$ cat src/local_window_entropy_filter_top_macros.svh
// -----------------------------------------------------------------------------
// Local window entropy filter: assertion macros
// Shared property forms for the block's internal checks.
// -----------------------------------------------------------------------------
`ifndef LOCAL_WINDOW_ENTROPY_FILTER_TOP_MACROS_SVH
`define LOCAL_WINDOW_ENTROPY_FILTER_TOP_MACROS_SVH

// Consequent must hold in the same cycle as the antecedent.
`define LWEF_ASSERT_SAME(lbl, ante, cons, msg) \
	lbl: assert property (@(posedge clk) disable iff (!arst_n) (ante) |-> (cons)) \
		else $error(msg);

// Consequent must hold in the cycle after the antecedent.
`define LWEF_ASSERT_NEXT(lbl, ante, cons, msg) \
	lbl: assert property (@(posedge clk) disable iff (!arst_n) (ante) |=> (cons)) \
		else $error(msg);

`endif

$ cat src/lwef_pkg.sv
// -----------------------------------------------------------------------------
// lwef_pkg
// Types, constants and the log table builder shared by the entropy filter.
// -----------------------------------------------------------------------------
package lwef_pkg;

	localparam int CFG_IDX_W    = 1;
	localparam int CFG_DATA_W   = 16;
	localparam int WIDTH_REG_W  = 11;
	localparam int HEIGHT_W     = 16;
	localparam int LEVEL_IN_W   = 8;
	localparam int ENT_W        = 16;

	localparam logic [CFG_IDX_W-1:0] REG_IMAGE_WIDTH  = 1'b0;
	localparam logic [CFG_IDX_W-1:0] REG_IMAGE_HEIGHT = 1'b1;

	localparam logic [WIDTH_REG_W-1:0] WIDTH_RESET  = 11'd1024;
	localparam logic [HEIGHT_W-1:0]    HEIGHT_RESET = 16'd1024;

	localparam logic CMD_PIXEL = 1'b0;
	localparam logic CMD_DRAIN = 1'b1;

	// ln table in Q4.60; term difference keeps 40 fraction bits
	localparam int LN_W         = 64;
	localparam int LN_FRAC_DROP = 20;
	localparam int D_W          = LN_W - LN_FRAC_DROP;
	// per-level term in Q0.20, final result drops 6 bits with rounding
	localparam int Q_W          = 20;
	localparam int ROUND_SHIFT  = 6;

	typedef enum logic [3:0] {
		ST_CLEAR,
		ST_IDLE,
		ST_FILL_RD,
		ST_FILL_HR,
		ST_FILL_UP,
		ST_SUM_RD,
		ST_SUM_HR,
		ST_SUM_K,
		ST_DIFF,
		ST_MUL,
		ST_ADD,
		ST_DIV,
		ST_ACC,
		ST_FINISH
	} state_t;

	typedef struct packed {
		logic clr_step;
		logic accept;
		logic fill_hrd;
		logic fill_upd;
		logic sum_rd;
		logic sum_hrd;
		logic sum_k;
		logic diff;
		logic mul_step;
		logic add;
		logic div_step;
		logic acc;
		logic load_out;
	} cmd_t;

	typedef struct packed {
		logic clr_last;
		logic emit;
		logic fill_last;
		logic skip;
		logic sum_more;
		logic mul_last;
		logic div_last;
		logic out_free;
	} sts_t;

	// Shift-subtract division, evaluated at elaboration only.
	function automatic logic [63:0] udiv64(input logic [63:0] num, input logic [63:0] den);
		logic [64:0] rem;
		logic [63:0] quo;
		rem = '0;
		quo = '0;
		for (int i = 63; i >= 0; i--) begin
			rem = {rem[63:0], num[i]};
			if (rem >= {1'b0, den}) begin
				rem    = rem - {1'b0, den};
				quo[i] = 1'b1;
			end
		end
		return quo;
	endfunction

	// ln(n) in Q4.60 via ln(m) = ln(m-1) + 2*atanh(1/(2m-1)).
	function automatic logic [63:0] ln_q60(input int n);
		logic [63:0] acc;
		logic [63:0] d;
		logic [63:0] d2;
		logic [63:0] p;
		logic [63:0] s;
		acc = '0;
		for (int m = 2; m <= n; m++) begin
			d  = 64'(2 * m - 1);
			d2 = d * d;
			p  = udiv64(64'h1000_0000_0000_0000, d);
			s  = '0;
			for (int j = 0; j < 64; j++) begin
				if (p != '0) begin
					s = s + udiv64(p, 64'(2 * j + 1));
					p = udiv64(p, d2);
				end
			end
			acc = acc + {s[62:0], 1'b0};
		end
		return acc;
	endfunction

endpackage

$ cat src/lwef_ctrl.sv
// -----------------------------------------------------------------------------
// lwef_ctrl
// Sequencer: histogram clear, window fill, per-level term loop, result load.
// -----------------------------------------------------------------------------
module lwef_ctrl (
	input  logic          clk,
	input  logic          arst_n,
	input  logic          pix_valid,
	output logic          pix_ready,
	input  lwef_pkg::sts_t sts,
	output lwef_pkg::cmd_t cmd
);
	import lwef_pkg::*;

	state_t state_q;
	state_t state_nx;

	always_ff @(posedge clk or negedge arst_n) begin
		if (!arst_n) begin
			state_q <= ST_CLEAR;
		end else begin
			state_q <= state_nx;
		end
	end

	always_comb begin
		state_nx = state_q;
		case (state_q)
			ST_CLEAR: begin
				if (sts.clr_last) state_nx = ST_IDLE;
			end
			ST_IDLE: begin
				if (pix_valid && sts.emit) state_nx = ST_FILL_RD;
			end
			ST_FILL_RD: state_nx = ST_FILL_HR;
			ST_FILL_HR: state_nx = ST_FILL_UP;
			ST_FILL_UP: begin
				state_nx = sts.fill_last ? ST_SUM_RD : ST_FILL_RD;
			end
			ST_SUM_RD: state_nx = ST_SUM_HR;
			ST_SUM_HR: state_nx = ST_SUM_K;
			ST_SUM_K: begin
				if (!sts.skip) state_nx = ST_DIFF;
				else state_nx = sts.sum_more ? ST_SUM_RD : ST_FINISH;
			end
			ST_DIFF: state_nx = ST_MUL;
			ST_MUL: begin
				if (sts.mul_last) state_nx = ST_ADD;
			end
			ST_ADD: state_nx = ST_DIV;
			ST_DIV: begin
				if (sts.div_last) state_nx = ST_ACC;
			end
			ST_ACC: begin
				state_nx = sts.sum_more ? ST_SUM_RD : ST_FINISH;
			end
			ST_FINISH: begin
				if (sts.out_free) state_nx = ST_IDLE;
			end
			default: state_nx = ST_CLEAR;
		endcase
	end

	always_comb begin
		cmd       = '0;
		pix_ready = 1'b0;
		case (state_q)
			ST_CLEAR: cmd.clr_step = 1'b1;
			ST_IDLE: begin
				pix_ready  = 1'b1;
				cmd.accept = pix_valid;
			end
			ST_FILL_HR: cmd.fill_hrd = 1'b1;
			ST_FILL_UP: cmd.fill_upd = 1'b1;
			ST_SUM_RD:  cmd.sum_rd   = 1'b1;
			ST_SUM_HR:  cmd.sum_hrd  = 1'b1;
			ST_SUM_K:   cmd.sum_k    = 1'b1;
			ST_DIFF:    cmd.diff     = 1'b1;
			ST_MUL:     cmd.mul_step = 1'b1;
			ST_ADD:     cmd.add      = 1'b1;
			ST_DIV:     cmd.div_step = 1'b1;
			ST_ACC:     cmd.acc      = 1'b1;
			ST_FINISH:  cmd.load_out = sts.out_free;
			default: cmd = '0;
		endcase
	end
endmodule

$ cat config.mk
export PLATFORM = sky130hd
export DESIGN_NAME = lwef_ctrl
export DESIGN_NICKNAME = d
export VERILOG_FILES = /design/src/local_window_entropy_filter_top_macros.svh /design/src/lwef_pkg.sv /design/src/lwef_ctrl.sv
export SDC_FILE = /design/constraint.sdc
export NUM_CORES = 1
export LEC_CHECK = 0
export BUFFER_PORTS_ARGS = -buffer_cell sky130_fd_sc_hd__buf_2
export CELL_PAD_IN_SITES_DETAIL_PLACEMENT = 1
export CELL_PAD_IN_SITES_GLOBAL_PLACEMENT = 1
export CORE_UTILIZATION = 29
export DETAILED_ROUTE_END_ITERATION = 12
export GPL_TIMING_DRIVEN = 0
export PLACE_DENSITY = 0.82
export SYNTH_ARGS = -nofsm -noshare
export SYNTH_HDL_FRONTEND = slang
export SYNTH_SLANG_ARGS = --single-unit
$ cat constraint.sdc
create_clock -name clk -period 1.67 [get_ports clk]
set_clock_uncertainty 0.2 [all_clocks]
set_input_delay 0.167 -clock clk [delete_from_list [all_inputs] [get_ports clk]]
set_output_delay 0.167 -clock clk [all_outputs]
set_load 0.02 [all_outputs]
# Word-level counts from Yosys, hierarchy flattened
# Index checks and enable logic that the tools add are counted.
# classes
n_eq_ne	18
n_mux	23
reduce_logical	3
# ops
cell	n
4-bit one-hot mux with 14 select lines	1
4-bit two-way mux	7
4-bit == test, second input constant	6
4-bit by 3-bit == test with 1-bit output, second input constant	4
1-bit two-way mux	14
2-bit inequality test, second input constant	5
4-bit by 2-bit == test with 1-bit output, second input constant	2
5-bit AND reduction	1
4-bit by 1-bit == test with 1-bit output, second input constant	1
4-bit logical NOT	1
3-bit two-way mux	1
1-bit logical AND	1
# word_totals
ff_bits	4
inputBits	11
out_inout_bits	14

# Longest topological paths before layout
# depth
word_depth	3
ltp_mapped	5

# Least setup slack after synthesis
# OpenSTA, ideal clock, no wires.
# synth_path
kind	register -> output
from	register state_q[1]
to	output port cmd[11] (netlist name)
t_arrival_ps	1413
required_time_ps	1303
slack_ps	-110
stages_incl_launch_ff	3
cell_sequence	dfrtp_1 > nor4b_2 > and2_1
# synth_rtl
element	line	rtl
from (decl)	lwef_ctrl.sv:15	state_t state_q;
from (signal assigned)	lwef_ctrl.sv:22	state_q <= state_nx;
to (decl)	lwef_ctrl.sv:11	output lwef_pkg::cmd_t cmd

==> impl_results.md <==
* Outcome: finished with violations
* Failing checks: setup timing
* Fin. max-slew vios at 0
* Static Leakage at around 0.00047 uW
* PD cells at 2008 mW/mm^2
* CORE AREA at 0.001506 mm^2
* Via count at slightly below 700
* Num ports at 25
* Max_slew headroom at 0.7516
* Vias in the first global route at 626
* DRT antenna net count at 0
* Largest net degree at the start of global routing at 11
* Die area at 0.001792 mm^2
* Yosys cell types at 32
* First-pass DRT Iterations at 4
* Htree depth at 1
* Largest register FFs at 4
* Most flop-heavy register: state_q
* Initial antenna violation count at 0
* Finished Layout Cells at 123
* WL/cell at 18.98 um
* Worst-Margin Slew at 0.3698 ns
* Syn Area/Cell at 7.608 um^2
* Nets@finish at 120
* Layout cell share with drive strength beyond 1 at 0.7103
* Sequential power share at 0.100
* Vias/cell at 5.602
* Setup CP Type: flop to output port
* Synth-to-Final Area Change at 122.0%
* Die width at roughly 42 um
* Critical Path RT at 1.30 ns
* Net Sw Frac at 0.4742
* Final WL at 2.335 mm
* Worst vdd ir at approximately 0.0011 V
* Clk sink count at 4
* CTS tree: built
* Max-cap violations at 0
* Antenna Cells at 0
* Final hold viol count at 0
* Global-route wire length before repair at 2.849 mm
* Input/output buffers at 24
* Max Buffers Root-to-Sink at 2
* Clock power frac at 0.061
* Highest clock rate at 556.6 MHz
* Worst setup EP type: output port
* Num CTS Buffers at 3
* Switching Power at 997.1 uW
* Worst hold path type: input pin to asynchronous set/reset pin
* Cells after synthesis at between 60 and 70
* Worst hold slack at 0.07525 ns
* Worst Path Arrival at 1.43 ns
* RSZ-0062 raised after global routing: yes
* RePlAce Congestion at 0.7524
* Combinational fraction of design power at 0.838
* Grt ovf at 0
* Inst Count DP at 102
* DRT iter0 DRCs at 11
* Synthesized net count at 73
* Seq/Total Area, Yosys at 0.2122
* Dpl hpwl at 1.119 mm
* Reg area at 101.3 um^2
* P_int at 1106 uW
* Synthesized area at 471.7 um^2
* Root Driver: clkbuf_4
* Post-route worst setup slack at -0.1267 ns
* Starting Density at 0.3131
* Top flop regs: state_q: 4 flops
* Min Tclk post-route at 1.797 ns
* Rows at 14
* Die Ht at 42.33 um
* Setup violation total in the final timing report at 17
* Critical Path Fanout Max at 3
* FF+latch count, synth at 4
* Remaining routing DRC violations at 0
* Fillers at ~170
* Area used by multi-input combinational logic at 484.2 um^2
* Synth warn at 0
* Final period util at 1.076
* Worst Setup Start Kind: flop
* Gr usage total at 0.2184
* Worst-path clk slew at 0.04 ns
* Clk_lat worst skew at ~0.24 ns
[critical path, cell delays in order (launching register included)]
cell and delay (ns):
dfrtp_1 0.40, clkbuf_8 0.15, nand2b_4 0.16, or2_4 0.27
nor2_4 0.08, buf_6 0.12
[synth_stat cells]
master,instances,area (um^2)
a21boi_0,1,7.510
a21oi_1,3,15.01
a21oi_2,1,8.760
a221o_1,1,10.01
and2_1,1,6.260
buf_2,2,10.01
buf_4,1,7.510
clkbuf_2,1,5.000
dfrtp_1,4,100.1
inv_1,3,11.26
mux2_2,1,11.26
nand2_1,6,22.52
nand2b_1,4,25.02
nand2b_2,1,8.760
nand3b_1,1,7.510
nor2_1,13,48.80
nor2_2,1,6.260
nor2b_1,1,6.260
nor3_1,2,10.01
nor4b_2,1,15.01
o211ai_1,1,7.510
o21ai_0,1,5.000
o221ai_1,1,8.760
o2bb2ai_4,1,27.53
o31a_1,1,8.760
o32ai_1,1,8.760
o32ai_2,1,16.27
o41ai_1,1,8.760
or2_2,2,12.51
or2b_1,1,7.510
or3_1,1,6.260
or4_4,1,11.26
[area by class of cell]
cell class	count	share of cell area
buffer	4	0.04540
clock buffer	3	0.02151
inverter	3	0.01075
multi-input combinational	51	0.4624
sequential	4	0.09677
tap	16	0.01912
timing repair buffer	42	0.3441
[cell families after synthesis]
kind of cell / after synthesis / synth area share
simple gates: 36 / 0.4112
compound gates: 14 / 0.2812
buf+inv: 7 / 0.07161
flops: 4 / 0.2122
mux: 1 / 0.02387
[cell usage in the layout (no fill, tap or decap), types with 2 or more instances in the layout]
cell            n
nor2_4          8
or2_4           2
nand2_1         4
buf_2          11
buf_6          21
nand2b_1        2
dlygate4sd3_1   2
nor2_1          3
dfrtp_1         3
nor2_2          3
inv_1           2
clkbuf_4        3
buf_4          11
nand2b_4        3
nand2_4         2
a21oi_1         3
[power groups by stage]
stage / clock network [uW] / logic [uW] / registers (uW)
floorplan: 0 / 688 / 200
global placement: 0 / 873 / 211
detailed placement: 0 / 892 / 217
CTS: 125 / 1280 / 201
global route: 137 / 1860 / 217
finish: 129 / 1760 / 211
[stage by stage]
| stage | power, uW | TNS [ns] | area [um^2] | setup WS, ns | util |
|---|---|---|---|---|---|
| finish | 2103 | -1.135 | 1047 | -0.1267 | 0.6952 |
| global route | 2209 | -1.857 | 1047 | -0.1764 | 0.6952 |
| CTS | 1604 | -0.3140 | 837.1 | -0.09213 | 0.5556 |
| detailed placement | 1110 | -0.1861 | 620.6 | -0.08350 | 0.4120 |
| global placement | 1084 | -0.09811 | 620.6 | -0.04684 | 0.4120 |
| floorplan | 887.9 | -0.01994 | 480.5 | -0.01994 | - |
[metal layers]
metal  share of wire  up-vias  GRT usage
met2            0.50       36     0.4000
met1            0.41      333     0.2347
met3           0.039       13    0.02586
met4           0.048        0     0.1313
li1                -      307          -
met5               0        -          0
[final timing paths]
kind	from	slack, ns	to	cells after the start
setup reg to reg	state_q[1]$_DFFE_PN0P_	-0.07	state_q[2]$_DFFE_PN0P_	6
max in group asynchronous	arst_n	1.06	state_q[2]$_DFFE_PN0P_	2
setup / recovery	state_q[1]$_DFFE_PN0P_	-0.13	cmd[0]	5
hold reg to reg	state_q[0]$_DFFE_PN0P_	0.64	state_q[0]$_DFFE_PN0P_	4
hold / removal	arst_n	0.08	state_q[2]$_DFFE_PN0P_	2
min in group clk	sts[7]	0.08	state_q[0]$_DFFE_PN0P_	3
[repair_timing]
| action | CTS | global route |
|---|---|---|
| resized for setup | 37 | 36 |
| hold buffers | 2 | 0 |
| pin swaps | 11 | 12 |
| endpoints found under the hold margin | 5 | 0 |
| setup buffers | 7 | 10 |
| endpoints found under the setup margin | 16 | 15 |
No activity file was read; power rests on OpenSTA's default activity.
